===== config.mk =====
export PLATFORM = sky130hd
export DESIGN_NAME = frequency_table_heap_top_k
export DESIGN_NICKNAME = d
export VERILOG_FILES = /design/src/sv/fth_pkg.sv /design/src/sv/fth_ram.sv /design/src/sv/frequency_table_heap_top_k.sv
export SDC_FILE = /design/constraint.sdc
export NUM_CORES = 2
export LEC_CHECK = 0
export BUFFER_PORTS_ARGS = -buffer_cell sky130_fd_sc_hd__buf_2
export CAP_MARGIN = 20
export CORE_ASPECT_RATIO = 1.25
export CORE_UTILIZATION = 55
export CTS_BUF_LIST = sky130_fd_sc_hd__clkbuf_4 sky130_fd_sc_hd__clkbuf_8
export CTS_CLUSTER_SIZE = 30
export DETAILED_ROUTE_END_ITERATION = 8
export PLACE_DENSITY = 0.71
export REMOVE_ABC_BUFFERS = 1
export SETUP_SLACK_MARGIN = 0.4
export SYNTH_ARGS = -nofsm -noshare
export SYNTH_HDL_FRONTEND = slang
export SYNTH_SLANG_ARGS = --single-unit

===== constraint.sdc =====
create_clock -name clk -period 6.8 [get_ports clk]
set_input_delay 0.68 -clock clk [delete_from_list [all_inputs] [get_ports clk]]
set_output_delay 0.68 -clock clk [all_outputs]
set_load 0.005 [all_outputs]

===== src/sv/fth_pkg.sv =====
// ----------------------------------------------------------------------------
// fth_pkg: shared types and constants
// Field widths, operation codes and sequencer states of the frequency table.
// ----------------------------------------------------------------------------
package fth_pkg;

  localparam int KEY_W  = 16;
  localparam int CNT_W  = 16;
  localparam int TOPK_W = 6;
  localparam int WORD_W = KEY_W + CNT_W;

  localparam logic [CNT_W-1:0] COUNT_MAX = 16'hFFFF;
  localparam logic [CNT_W-1:0] COUNT_ONE = 16'd1;

  localparam logic KIND_ADD   = 1'b0;
  localparam logic KIND_QUERY = 1'b1;

  typedef enum logic [4:0] {
    ST_IDLE,
    ST_A_RD,
    ST_A_CMP,
    ST_APPEND,
    ST_SD_RDP,
    ST_SD_RDL,
    ST_SD_CL,
    ST_SD_CR,
    ST_SD_SW,
    ST_SD_SW2,
    ST_X_R0,
    ST_X_RI,
    ST_X_W0,
    ST_X_WI,
    ST_E_RD,
    ST_E_LD
  } state_t;

  typedef enum logic {
    PH_BUILD,
    PH_EXTRACT
  } phase_t;

endpackage


===== src/sv/fth_ram.sv =====
// ----------------------------------------------------------------------------
// fth_ram: generic single-port-write, single-port-read RAM
// One write and one read per cycle; read data registered.
// ----------------------------------------------------------------------------
module fth_ram #(
  parameter int WIDTH = 32,
  parameter int DEPTH = 32
) (
  input  logic                     clk,
  input  logic                     we,
  input  logic [$clog2(DEPTH)-1:0] waddr,
  input  logic [WIDTH-1:0]         wdata,
  input  logic [$clog2(DEPTH)-1:0] raddr,
  output logic [WIDTH-1:0]         rdata
);

  logic [WIDTH-1:0] mem_r [DEPTH];
  logic [WIDTH-1:0] rdata_r;

  always_ff @(posedge clk) begin
    if (we) begin
      mem_r[waddr] <= wdata;
    end
    rdata_r <= mem_r[raddr];
  end

  assign rdata = rdata_r;

endmodule


===== src/sv/frequency_table_heap_top_k.sv =====
// ----------------------------------------------------------------------------
// frequency_table_heap_top_k: key frequency table with heap top-k readout
// Counts key occurrences and returns the k most frequent entries on query.
// ----------------------------------------------------------------------------
// Input beats (in_valid/in_stall): in_kind selects an add of in_item_key or a
// query of in_top_k entries. Result beats (out_valid/out_stall) carry one
// entry each, highest count first, out_last on the final one of a query.
// An add gives no result; a query with k of 0 or an empty table gives none.
// in_stall stays high while an item is in work; one item at a time.
// Sequencing, n = entries in use, all table traffic through one RAM port pair:
//   add:   reads and compares entries in turn; a match bumps its count, else
//          the key is appended after the last entry if the table has room.
//   query: n/2 build sift-downs, then k root swaps each followed by an extract
//          sift-down that reads a node and its children and swaps it with the
//          larger child per level (at most log2(n) + 1), then k results read out.
// The last result sits in an output register; the next item is taken while
// it waits. A stalled result holds the sequencer until the register frees.
// Reset clears the entry count and the output valid; table contents need no
// clearing since only entries in use are read.
// ----------------------------------------------------------------------------
module frequency_table_heap_top_k #(
  parameter int TABLE_DEPTH = 32
) (
  input  logic                       clk,
  input  logic                       rst_n,
  input  logic                       in_valid,
  output logic                       in_stall,
  input  logic                       in_kind,
  input  logic [fth_pkg::KEY_W-1:0]  in_item_key,
  input  logic [fth_pkg::TOPK_W-1:0] in_top_k,
  output logic                       out_valid,
  input  logic                       out_stall,
  output logic [fth_pkg::KEY_W-1:0]  out_result_key,
  output logic [fth_pkg::CNT_W-1:0]  out_result_count,
  output logic                       out_last
);

  localparam int AW = $clog2(TABLE_DEPTH);
  localparam int NW = $clog2(TABLE_DEPTH + 1);
  localparam int CW = AW + 2;
  localparam int QW = (NW > fth_pkg::TOPK_W) ? NW : fth_pkg::TOPK_W;
  localparam int WW = fth_pkg::WORD_W;
  localparam int KW = fth_pkg::KEY_W;
  localparam int NCW = fth_pkg::CNT_W;

  fth_pkg::state_t state_r, state_nxt;
  fth_pkg::phase_t phase_r, phase_nxt;

  logic [NW-1:0]  used_r, used_nxt;
  logic [NW-1:0]  len_r, len_nxt;
  logic [NW-1:0]  bi_r, bi_nxt;
  logic [AW-1:0]  pos_r, pos_nxt;
  logic [AW-1:0]  big_r, big_nxt;
  logic [AW-1:0]  ei_r, ei_nxt;
  logic [AW-1:0]  lo_r, lo_nxt;
  logic [AW-1:0]  j_r, j_nxt;
  logic [KW-1:0]  key_r, key_nxt;
  logic [WW-1:0]  posv_r, posv_nxt;
  logic [WW-1:0]  bigv_r, bigv_nxt;

  logic           out_valid_r, out_valid_nxt;
  logic [KW-1:0]  out_key_r, out_key_nxt;
  logic [NCW-1:0] out_cnt_r, out_cnt_nxt;
  logic           out_last_r, out_last_nxt;

  logic           ram_we;
  logic [AW-1:0]  ram_waddr;
  logic [WW-1:0]  ram_wdata;
  logic [AW-1:0]  ram_raddr;
  logic [WW-1:0]  ram_rdata;

  logic [KW-1:0]  rd_key;
  logic [NCW-1:0] rd_cnt;
  logic [NCW-1:0] bigv_cnt;
  logic [NCW-1:0] cnt_inc;
  logic [CW-1:0]  lc_w, rc_w, len_ext;
  logic [QW-1:0]  topk_ext, used_ext, kq_q;
  logic [NW-1:0]  kq_n, half;
  logic           sd_done;

  fth_ram #(
    .WIDTH (WW),
    .DEPTH (TABLE_DEPTH)
  ) u_table (
    .clk   (clk),
    .we    (ram_we),
    .waddr (ram_waddr),
    .wdata (ram_wdata),
    .raddr (ram_raddr),
    .rdata (ram_rdata)
  );

  assign rd_key   = ram_rdata[WW-1:NCW];
  assign rd_cnt   = ram_rdata[NCW-1:0];
  assign bigv_cnt = bigv_r[NCW-1:0];
  assign cnt_inc  = (rd_cnt == fth_pkg::COUNT_MAX) ? rd_cnt : rd_cnt + NCW'(1);
  assign lc_w     = {1'b0, pos_r, 1'b1};
  assign rc_w     = lc_w + CW'(1);
  assign len_ext  = CW'(len_r);
  assign topk_ext = QW'(in_top_k);
  assign used_ext = QW'(used_r);
  assign kq_q     = (topk_ext < used_ext) ? topk_ext : used_ext;
  assign kq_n     = NW'(kq_q);
  assign half     = used_r >> 1;

  always_ff @(posedge clk) begin
    if (!rst_n) begin
      state_r     <= fth_pkg::ST_IDLE;
      used_r      <= '0;
      out_valid_r <= 1'b0;
    end else begin
      state_r     <= state_nxt;
      used_r      <= used_nxt;
      out_valid_r <= out_valid_nxt;
    end
  end

  always_ff @(posedge clk) begin
    phase_r    <= phase_nxt;
    len_r      <= len_nxt;
    bi_r       <= bi_nxt;
    pos_r      <= pos_nxt;
    big_r      <= big_nxt;
    ei_r       <= ei_nxt;
    lo_r       <= lo_nxt;
    j_r        <= j_nxt;
    key_r      <= key_nxt;
    posv_r     <= posv_nxt;
    bigv_r     <= bigv_nxt;
    out_key_r  <= out_key_nxt;
    out_cnt_r  <= out_cnt_nxt;
    out_last_r <= out_last_nxt;
  end

  always_comb begin
    state_nxt     = state_r;
    phase_nxt     = phase_r;
    used_nxt      = used_r;
    len_nxt       = len_r;
    bi_nxt        = bi_r;
    pos_nxt       = pos_r;
    big_nxt       = big_r;
    ei_nxt        = ei_r;
    lo_nxt        = lo_r;
    j_nxt         = j_r;
    key_nxt       = key_r;
    posv_nxt      = posv_r;
    bigv_nxt      = bigv_r;
    out_key_nxt   = out_key_r;
    out_cnt_nxt   = out_cnt_r;
    out_last_nxt  = out_last_r;
    out_valid_nxt = out_valid_r;
    ram_we        = 1'b0;
    ram_waddr     = pos_r;
    ram_wdata     = bigv_r;
    ram_raddr     = pos_r;
    sd_done       = 1'b0;

    if (out_valid_r && !out_stall) begin
      out_valid_nxt = 1'b0;
    end

    case (state_r)
      fth_pkg::ST_IDLE: begin
        if (in_valid) begin
          if (in_kind == fth_pkg::KIND_ADD) begin
            key_nxt = in_item_key;
            j_nxt   = '0;
            if (used_r == '0) begin
              state_nxt = fth_pkg::ST_APPEND;
            end else begin
              state_nxt = fth_pkg::ST_A_RD;
            end
          end else if (kq_n != '0) begin
            lo_nxt = AW'(used_r - kq_n);
            if (half == '0) begin
              ei_nxt    = AW'(used_r - NW'(1));
              state_nxt = fth_pkg::ST_X_R0;
            end else begin
              bi_nxt    = half;
              pos_nxt   = AW'(half - NW'(1));
              len_nxt   = used_r;
              phase_nxt = fth_pkg::PH_BUILD;
              state_nxt = fth_pkg::ST_SD_RDP;
            end
          end
        end
      end
      fth_pkg::ST_A_RD: begin
        ram_raddr = j_r;
        state_nxt = fth_pkg::ST_A_CMP;
      end
      fth_pkg::ST_A_CMP: begin
        ram_raddr = j_r;
        if (rd_key == key_r) begin
          ram_we    = 1'b1;
          ram_waddr = j_r;
          ram_wdata = {key_r, cnt_inc};
          state_nxt = fth_pkg::ST_IDLE;
        end else if (NW'(j_r) + NW'(1) == used_r) begin
          state_nxt = fth_pkg::ST_APPEND;
        end else begin
          j_nxt     = j_r + AW'(1);
          state_nxt = fth_pkg::ST_A_RD;
        end
      end
      fth_pkg::ST_APPEND: begin
        if (used_r < NW'(TABLE_DEPTH)) begin
          ram_we    = 1'b1;
          ram_waddr = AW'(used_r);
          ram_wdata = {key_r, fth_pkg::COUNT_ONE};
          used_nxt  = used_r + NW'(1);
        end
        state_nxt = fth_pkg::ST_IDLE;
      end
      fth_pkg::ST_SD_RDP: begin
        ram_raddr = pos_r;
        state_nxt = fth_pkg::ST_SD_RDL;
      end
      fth_pkg::ST_SD_RDL: begin
        posv_nxt = ram_rdata;
        bigv_nxt = ram_rdata;
        big_nxt  = pos_r;
        if (lc_w < len_ext) begin
          ram_raddr = AW'(lc_w);
          state_nxt = fth_pkg::ST_SD_CL;
        end else begin
          sd_done = 1'b1;
        end
      end
      fth_pkg::ST_SD_CL: begin
        if (rd_cnt > bigv_cnt) begin
          big_nxt  = AW'(lc_w);
          bigv_nxt = ram_rdata;
        end
        if (rc_w < len_ext) begin
          ram_raddr = AW'(rc_w);
          state_nxt = fth_pkg::ST_SD_CR;
        end else begin
          state_nxt = fth_pkg::ST_SD_SW;
        end
      end
      fth_pkg::ST_SD_CR: begin
        if (rd_cnt > bigv_cnt) begin
          big_nxt  = AW'(rc_w);
          bigv_nxt = ram_rdata;
        end
        state_nxt = fth_pkg::ST_SD_SW;
      end
      fth_pkg::ST_SD_SW: begin
        if (big_r == pos_r) begin
          sd_done = 1'b1;
        end else begin
          ram_we    = 1'b1;
          ram_waddr = pos_r;
          ram_wdata = bigv_r;
          state_nxt = fth_pkg::ST_SD_SW2;
        end
      end
      fth_pkg::ST_SD_SW2: begin
        ram_we    = 1'b1;
        ram_waddr = big_r;
        ram_wdata = posv_r;
        pos_nxt   = big_r;
        state_nxt = fth_pkg::ST_SD_RDP;
      end
      fth_pkg::ST_X_R0: begin
        ram_raddr = '0;
        state_nxt = fth_pkg::ST_X_RI;
      end
      fth_pkg::ST_X_RI: begin
        posv_nxt  = ram_rdata;
        ram_raddr = ei_r;
        state_nxt = fth_pkg::ST_X_W0;
      end
      fth_pkg::ST_X_W0: begin
        ram_we    = 1'b1;
        ram_waddr = '0;
        ram_wdata = ram_rdata;
        state_nxt = fth_pkg::ST_X_WI;
      end
      fth_pkg::ST_X_WI: begin
        ram_we    = 1'b1;
        ram_waddr = ei_r;
        ram_wdata = posv_r;
        pos_nxt   = '0;
        len_nxt   = NW'(ei_r);
        phase_nxt = fth_pkg::PH_EXTRACT;
        state_nxt = fth_pkg::ST_SD_RDP;
      end
      fth_pkg::ST_E_RD: begin
        ram_raddr = ei_r;
        state_nxt = fth_pkg::ST_E_LD;
      end
      fth_pkg::ST_E_LD: begin
        ram_raddr = ei_r;
        if (!out_valid_r || !out_stall) begin
          out_valid_nxt = 1'b1;
          out_key_nxt   = rd_key;
          out_cnt_nxt   = rd_cnt;
          out_last_nxt  = (ei_r == lo_r);
          if (ei_r == lo_r) begin
            state_nxt = fth_pkg::ST_IDLE;
          end else begin
            ei_nxt    = ei_r - AW'(1);
            state_nxt = fth_pkg::ST_E_RD;
          end
        end
      end
      default: begin
        state_nxt = fth_pkg::ST_IDLE;
      end
    endcase

    if (sd_done) begin
      if (phase_r == fth_pkg::PH_BUILD) begin
        if (bi_r == NW'(1)) begin
          ei_nxt    = AW'(used_r - NW'(1));
          state_nxt = fth_pkg::ST_X_R0;
        end else begin
          bi_nxt    = bi_r - NW'(1);
          pos_nxt   = AW'(bi_r - NW'(2));
          state_nxt = fth_pkg::ST_SD_RDP;
        end
      end else begin
        if (ei_r == lo_r) begin
          ei_nxt    = AW'(used_r - NW'(1));
          state_nxt = fth_pkg::ST_E_RD;
        end else begin
          ei_nxt    = ei_r - AW'(1);
          state_nxt = fth_pkg::ST_X_R0;
        end
      end
    end
  end

  assign in_stall         = (state_r != fth_pkg::ST_IDLE);
  assign out_valid        = out_valid_r;
  assign out_result_key   = out_key_r;
  assign out_result_count = out_cnt_r;
  assign out_last         = out_last_r;

  a_used_bound: assert property (@(posedge clk) disable iff (!rst_n)
    used_r <= NW'(TABLE_DEPTH))
    else $error("entry count beyond table depth");

  a_used_step: assert property (@(posedge clk) disable iff (!rst_n)
    $past(rst_n) && (used_r != $past(used_r)) |-> used_r == $past(used_r) + NW'(1))
    else $error("entry count moved by other than one");

  a_out_source: assert property (@(posedge clk) disable iff (!rst_n)
    $past(rst_n) && $rose(out_valid_r) |-> $past(state_r) == fth_pkg::ST_E_LD)
    else $error("result beat raised outside readout");

  a_write_range: assert property (@(posedge clk) disable iff (!rst_n)
    ram_we |-> NW'(ram_waddr) <= used_r)
    else $error("table write beyond entries in use");

endmodule


# ---- After elaboration in Yosys (flattened, before gate mapping)
# Memories as Yosys holds them, arrays and structs flattened. A register that Yosys moved wholly into a read port is not among the register bits.
# Index checks and enable logic that the tools add are counted.
dict set report totals {
  regBits 163
  ramBits 1024
  in_bits 27
  output_inout_bits 35
  wordCells 186
  n_memories 1
}
dict set report op_classes {
  n_addsub 11
  magnitude_cmp 5
  n_eq_ne 36
  n_mux 87
  bitwise_logic 1
  reduce_logical 28
}
# memory words width read_ports rd_clocked_by_memory_dff write_ports line_no
set memory_table {}
lappend memory_table {u_table.mem_r 32 32 1 1 1 fth_ram.sv:17} ;# logic [WIDTH-1:0] mem_r [DEPTH];
# op n
set ops {}
lappend ops {{5-bit two-way mux} 35}
lappend ops {{32-bit case mux with 4 select lines} 1}
lappend ops {{32-bit two-way mux} 3}
lappend ops {{6-bit two-way mux} 13}
lappend ops {{5-bit case mux with 14 select lines} 1}
lappend ops {{32-bit case mux with 2 select lines} 1}
lappend ops {{5-bit case mux with 5 select lines} 2}
lappend ops {{5-bit by 4-bit equality test with 1-bit output (second input constant)} 8}
lappend ops {{5-bit case mux with 3 select lines} 2}
lappend ops {{5-bit by 3-bit equality test with 1-bit output (second input constant)} 4}
lappend ops {{5-bit case mux with 2 select lines} 2}
lappend ops {{2-bit != test (second input constant)} 9}
lappend ops {{16-bit by 1-bit adder with 16-bit output (second input constant)} 1}
lappend ops {{16-bit equality test} 1}
lappend ops {{16-bit equality test (second input constant)} 1}
lappend ops {{16-bit > comparator} 1}
lappend ops {{16-bit two-way mux} 1}
lappend ops {{4-bit two-way mux} 4}
lappend ops {{5-bit AND reduction} 3}
lappend ops {{5-bit by 1-bit subtractor with 5-bit output (second input constant)} 3}
lappend ops {{1-bit two-way mux} 14}
lappend ops {{6-bit zero test} 2}
lappend ops {{6-bit less-than comparator} 2}
lappend ops {{3-bit != test (second input constant)} 4}
lappend ops {{other kinds (35)} 50}

# ---- Longest topological paths before layout
dict set report depth {
  ltp_word 10
  mapped_depth 16
  ltp_nobuf 15
}

# ---- Cells and area by module
# A second synthesis with hierarchy kept.
dict set report hier_totals {
  cells_unflattened 3229
  hier_area_um2 50295.7
}
# mod n_inst cells_per_inst area_per_inst_um2 seq_area_each_um2
set modules_own_cells {}
lappend modules_own_cells {fth_ram 1 2260 40492.6 31390.1}
lappend modules_own_cells {frequency_table_heap_top_k 1 969 9803.2 4594.4}

# ---- Least setup slack after synthesis
# OpenSTA, ideal clock, no wires.
dict set report synth_timing {
  kind {reg2reg}
  start {reg state_r[1]}
  end {mem u_table.mem_r[29][0] (enable)}
  setup_ns 0.421
  t_arrival_ns 3.571
  required_ns 6.379
  slack_ns 2.808
  path_stages_with_launch 12
  path_buffers 2
  period_less_slack_ns 3.992
  path_cell_list {dfxtp_1 -> buf_2 -> buf_2 -> nor2b_1 -> nand2_1 -> nor2_1 -> a211oi_1 -> nand2_1 -> a22oi_1 -> nor2b_1 -> nand2_1 -> nor2_1}
}
dict set report synth_via {
  elab_chain_cells 5
  elab_cells_between_ends 11
  classes_between {eq/ne: 6; mux: 4; reduce/logical: 1}
}
# element line_no
set synth_rtl {}
lappend synth_rtl {{from (decl)} frequency_table_heap_top_k.sv:46} ;# fth_pkg::state_t state_r, state_nxt;
lappend synth_rtl {{from (signal assigned)} frequency_table_heap_top_k.sv:108} ;# state_r <= fth_pkg::ST_IDLE;
lappend synth_rtl {{from (signal assigned)} frequency_table_heap_top_k.sv:112} ;# state_r <= state_nxt;
lappend synth_rtl {{5-bit by 4-bit equality test with 1-bit output} frequency_table_heap_top_k.sv:163} ;# case (state_r)
lappend synth_rtl {{3-bit OR reduction (no source line)} -}
lappend synth_rtl {{1-bit case mux with 4 select lines} frequency_table_heap_top_k.sv:163}
lappend synth_rtl {{1-bit two-way mux} fth_ram.sv:21} ;# if (we) begin
lappend synth_rtl {{1-bit two-way mux (not written as such)} fth_ram.sv:22} ;# mem_r[waddr] <= wdata;
lappend synth_rtl {{to (decl)} fth_ram.sv:17}
# Several ways; a longest one is shown, not always the timed one.

# ---- Worst setup path after layout
dict set report layout_timing {
  start {reg pos_r[0]}
  end {reg u_table.rdata_r[16] (netlist: u_table.rdata[16]) (read register of u_table.mem_r)}
}
dict set report layout_via {
  elab_chain_cells 4
  elab_cells_between_ends 6
  classes_between {add/sub: 1; order compare: 2; mux: 3}
}
# element line_no
set layout_rtl {}
lappend layout_rtl {{from (decl)} frequency_table_heap_top_k.sv:52} ;# logic [AW-1:0] pos_r, pos_nxt;
lappend layout_rtl {{from (signal assigned)} frequency_table_heap_top_k.sv:122} ;# pos_r <= pos_nxt;
lappend layout_rtl {{6-bit by 1-bit adder with 7-bit output} frequency_table_heap_top_k.sv:98} ;# assign rc_w = lc_w + CW'(1);
lappend layout_rtl {{7-bit by 6-bit less-than comparator with 1-bit output} frequency_table_heap_top_k.sv:236} ;# if (rc_w < len_ext) begin
lappend layout_rtl {{5-bit two-way mux} frequency_table_heap_top_k.sv:236}
lappend layout_rtl {{5-bit case mux with 5 select lines (*)} frequency_table_heap_top_k.sv:163}
lappend layout_rtl {{to (decl)} fth_ram.sv:18} ;# logic [WIDTH-1:0] rdata_r;
# Every way passes the cells marked *; elsewhere a longest branch is shown, timed or not.
# A chain may end at the register's enable or synchronous reset.

==> impl_metrics.prom <==
# TYPE chip_impl_metric gauge
chip_impl_info{name="outcome",value="finished, final reports clean"} 1
chip_impl_metric{name="dieArea",unit="um2"} 92500
chip_impl_metric{name="syn-instance-count",unit=""} 3734
chip_impl_metric{name="met1_length",unit="um"} 52500
chip_impl_metric{name="fin_total_pwr",unit="mW"} 22.8
chip_impl_metric{name="drv_slew",unit=""} 0
chip_impl_metric{name="grt_start_max_net_pins",unit=""} 86
chip_impl_metric{name="fin_crit_sh",unit="%"} 77.5
chip_impl_metric{name="drt_pre_antenna_iters",unit=""} 8
chip_impl_info{name="critical-path-top-delay-family",value="compound AO/OA/AOI/OAI gates"} 1
chip_impl_metric{name="grt_antenna_before_repair",unit=""} 2
chip_impl_metric{name="numPortBuffers",unit=""} 61
chip_impl_metric{name="finalWeightedCongestion",unit=""} 0.943
chip_impl_metric{name="dr.first_iter.drc_count",unit=""} 4372
chip_impl_metric{name="drtAntennaViolNets",unit=""} 0
chip_impl_metric{name="ys_seq_area_share",unit="%"} 71.7
chip_impl_metric{name="num-nets-final",unit=""} 3977
chip_impl_metric{name="power.switching_fraction",unit="%"} 37.1
chip_impl_metric{name="floorplan.initialDensity",unit="%"} 55.7
chip_impl_metric{name="synth_cell_types",unit=""} 82
chip_impl_metric{name="clk-insertion-delay-late",unit="ns"} 0.87
chip_impl_metric{name="power_density",unit="nW/um2"} 402
chip_impl_info{name="critical_path.slowest_cell",value="sky130_fd_sc_hd__a21o_4"} 1
chip_impl_metric{name="portion_of_total_power_attributed_to_combinational_logic",unit="%"} 33.1
chip_impl_metric{name="sequential_cell_area",unit="um2"} 36000
chip_impl_metric{name="final.min_clock_period",unit="ns"} 5.27
chip_impl_metric{name="critPathRequiredTime",unit="ns"} 7.50
chip_impl_metric{name="h-tree-depth",unit=""} 4
chip_impl_metric{name="grt_remaining_overflow",unit=""} 0
chip_impl_info{name="timing.critical_path.to_type",value="flip-flop"} 1
chip_impl_info{name="holdCritPathClass",value="in2reg"} 1
chip_impl_metric{name="seq_power_share",unit="%"} 40.2
chip_impl_info{name="crit_chain",value="ha_1, nand3_1, xnor2_1, ha_1, and2_1, a221oi_1, nand4_1, o211ai_2, buf_4, a21o_4, buf_12, buf_4, nand3_1, and3_1, nor4_1, o211ai_1"} 1
chip_impl_metric{name="clk_transition_reported_paths",unit="ns"} 0.07
chip_impl_metric{name="netSwitchingPower",unit="mW"} 8.44
chip_impl_metric{name="via_count_of_the_routed_design",unit=""} 33300
chip_impl_metric{name="yosys_register_bits",unit=""} 1218
chip_impl_metric{name="core-area",unit="um2"} 90200
chip_impl_info{name="criticalPathCategory",value="reg2reg"} 1
chip_impl_info{name="netlist_top_cells_area",value="sky130_fd_sc_hd__edfxtp_1, sky130_fd_sc_hd__nand2_1, sky130_fd_sc_hd__mux2i_1"} 1
chip_impl_metric{name="edff_count_synth",unit=""} 1159
chip_impl_metric{name="floorplan.die.width",unit="um"} 272
chip_impl_metric{name="met3WireLength",unit="um"} 15000
chip_impl_metric{name="critical_path_peak_fanout",unit=""} 70
chip_impl_metric{name="cts-root-to-sink-buffers",unit=""} 3
chip_impl_metric{name="final_cell_utilization_of_the_core",unit="%"} 62.8
chip_impl_metric{name="power.ir.vdd_worst",unit="uV"} 350
chip_impl_info{name="synth_flop_cell",value="sky130_fd_sc_hd__edfxtp_1"} 1
chip_impl_metric{name="tns",unit="ns"} 0
chip_impl_metric{name="report.final.hold_viol_count",unit=""} 0
chip_impl_metric{name="worstPathBufferInverterCount",unit=""} 3
chip_impl_metric{name="synth.avg_cell_area",unit="um2"} 13.4
chip_impl_metric{name="grt_pass1_wl",unit="um"} 209000
chip_impl_metric{name="remaining_drc_errors",unit=""} 0
chip_impl_metric{name="maxClockFrequency",unit="MHz"} 190
chip_impl_metric{name="post_drt_wl_per_cell",unit="um"} 27.8
chip_impl_metric{name="first_global_vias",unit=""} 32100
chip_impl_metric{name="leakage_component_of_the_power",unit="nW"} 19.6
chip_impl_metric{name="boundaryPins",unit=""} 62
chip_impl_info{name="dr.max_layer_used",value="met5"} 1
chip_impl_metric{name="worstMarginPinSlew",unit="ns"} 1.14
chip_impl_metric{name="final.fill_count",unit=""} 6597
chip_impl_metric{name="route.final.wire_length",unit="um"} 146000
chip_impl_metric{name="routed_via_density",unit=""} 6.37
chip_impl_metric{name="maxCapViolations",unit=""} 0
chip_impl_metric{name="power.internal",unit="mW"} 14.3
chip_impl_metric{name="tritoncts_num_sinks",unit=""} 1218
chip_impl_metric{name="synth-async-reset-ratio",unit="%"} 0
chip_impl_metric{name="flow.area_growth_from_synthesis",unit="%"} 12.8
chip_impl_info{name="root_buffer",value="sky130_fd_sc_hd__clkbuf_8"} 1
chip_impl_metric{name="grt_util_all_layers",unit="%"} 31.4
chip_impl_metric{name="synth_area",unit="um2"} 50200
chip_impl_metric{name="met2_length",unit="um"} 69600
chip_impl_metric{name="synth.yosys.warnings",unit=""} 0
chip_impl_info{name="grt_setup_unrepaired",value="no"} 1
chip_impl_info{name="cts_tree",value="built"} 1
chip_impl_metric{name="drive_above_1_share",unit="%"} 14.6
chip_impl_metric{name="postCtsSetupBuffers",unit=""} 0
chip_impl_info{name="synth_top_area_cell",value="sky130_fd_sc_hd__edfxtp_1"} 1
chip_impl_metric{name="fin_skew",unit="ns"} 0.0489
chip_impl_metric{name="std_cell_rows",unit=""} 123
chip_impl_metric{name="dp_hpwl",unit="um"} 83300
chip_impl_metric{name="synth_top_cell_area_share",unit="%"} 69.3
chip_impl_metric{name="max_stage_delay",unit="ns"} 0.81
chip_impl_metric{name="cts_repair_resize_count",unit=""} 0
chip_impl_metric{name="finalHoldWorstSlack",unit="ns"} 0.165
chip_impl_metric{name="worst_slew_margin_rel",unit="%"} 23.6
chip_impl_metric{name="arrival",unit="ns"} 5.97
chip_impl_metric{name="die_height",unit="um"} 340
chip_impl_metric{name="multi_input_comb_area",unit="um2"} 13400
chip_impl_metric{name="setup_viol",unit=""} 0
chip_impl_metric{name="cts_made_buffers",unit=""} 178
chip_impl_metric{name="clock_power_share",unit="%"} 26.7
chip_impl_info{name="critical_path.startpoint_type",value="flip-flop"} 1
## worst paths after layout
kind / startpoint / end / slack, ns / depth (start not counted)
hold reg to reg: bi_r[5]$_DFF_P_ / bi_r[5]$_DFF_P_ / 0.52 / 1
setup reg to reg: pos_r[0]$_DFF_P_ / u_table.rdata[16]$_DFF_P_ / 1.53 / 16
hold / removal: rst_n / used_ext[5]$_SDFFE_PN0P_ / 0.17 / 2
setup / recovery: pos_r[0]$_DFF_P_ / u_table.rdata[16]$_DFF_P_ / 1.53 / 16
## stage by stage
stage	worst slack (ns)	instances	area, um2
after CTS	1.59	5227	56500
final	1.53	5238	56600
after global routing	1.12	5238	56600
after global placement	1.63	4883	52600
after floorplan	-7.71	3514	49100
after detailed placement	1.64	4883	52600
## logic make-up after synthesis
kind of cell               after synthesis  synth area share, %
AOI/OAI and AO/OA                      597                 8.72
xor gates and xnor gates                69                 1.20
adders and majority gates               49                 1.24
buffers and inverters                  275                 2.55
DFF                                   1218                 71.7
muxes                                  140                 2.80
and+or+nand+nor                       1386                 11.8
## per-layer routing
metal | track usage (%) | vias up
met2 | 50.2 | 2075
met5 | 0.980 | -
met3 | 6.03 | 455
met1 | 40.0 | 16400
li1 | - | 14400
met4 | 18.0 | 4
## power by group through the flow
stage	Sequential (mW)	Combinational, mW	Clock (mW)
5_1_grt	9.17	8.02	6.42
4_1_cts	9.14	7.40	6.10
3_3_place_gp	9.30	7.23	0
6_report	9.15	7.53	6.08
3_5_place_dp	9.30	7.36	0
2_1_floorplan	9.06	5.02	0
## area by class of cell
type                       instances  area share (%)
sequential                      1218            63.6
multi-input combinational       2241            23.6
clock buffer                     252            5.50
timing repair buffer             207            3.29
tap                             1187            2.62
clock inverter                    76            1.07
inverter                          55           0.365
antenna                            2         0.00884
## registers in the layout, indices dropped and copies added, names as in the netlist, 16 cells and up
| name | flops |
|---|---|
| key_r | 16 |
| bigv_r | 32 |
| u_table.rdata | 32 |
| posv_r | 32 |
| u_table.mem_r | 1024 |
| out_result_key | 16 |
| out_result_count | 16 |
## cell usage after synthesis, types with 29 or more instances
cell	count
sky130_fd_sc_hd__inv_1	53
sky130_fd_sc_hd__nand3_1	201
sky130_fd_sc_hd__a31oi_1	37
sky130_fd_sc_hd__a222oi_1	32
sky130_fd_sc_hd__mux2i_1	137
sky130_fd_sc_hd__o21ai_0	55
sky130_fd_sc_hd__dfxtp_1	59
sky130_fd_sc_hd__and3_1	39
sky130_fd_sc_hd__a21oi_1	122
sky130_fd_sc_hd__xnor2_1	42
sky130_fd_sc_hd__edfxtp_1	1159
sky130_fd_sc_hd__a32oi_1	70
sky130_fd_sc_hd__buf_2	113
sky130_fd_sc_hd__ha_1	48
sky130_fd_sc_hd__o2111ai_1	43
sky130_fd_sc_hd__o211ai_1	30
sky130_fd_sc_hd__nor3_1	29
sky130_fd_sc_hd__clkbuf_1	74
sky130_fd_sc_hd__nand2_1	878
sky130_fd_sc_hd__nor2_1	129
## cells in the final DEF (no fill, tap or decap), types with 61 or more instances in the layout
cell type,count
sky130_fd_sc_hd__a21oi_1,120
sky130_fd_sc_hd__a32oi_1,70
sky130_fd_sc_hd__clkbuf_8,195
sky130_fd_sc_hd__buf_2,61
sky130_fd_sc_hd__nand3_1,200
sky130_fd_sc_hd__nor2_1,89
sky130_fd_sc_hd__buf_4,94
sky130_fd_sc_hd__nand2_1,878
sky130_fd_sc_hd__mux2i_1,137
sky130_fd_sc_hd__edfxtp_1,1159
## what timing repair did
| action | CTS | global route |
|---|---|---|
| setup endpoints to repair | 0 | 0 |
| hold endpoints to repair | 16 | 0 |
| hold buffers | 16 | 0 |
Note: power is estimated with default switching activity, not from simulation.
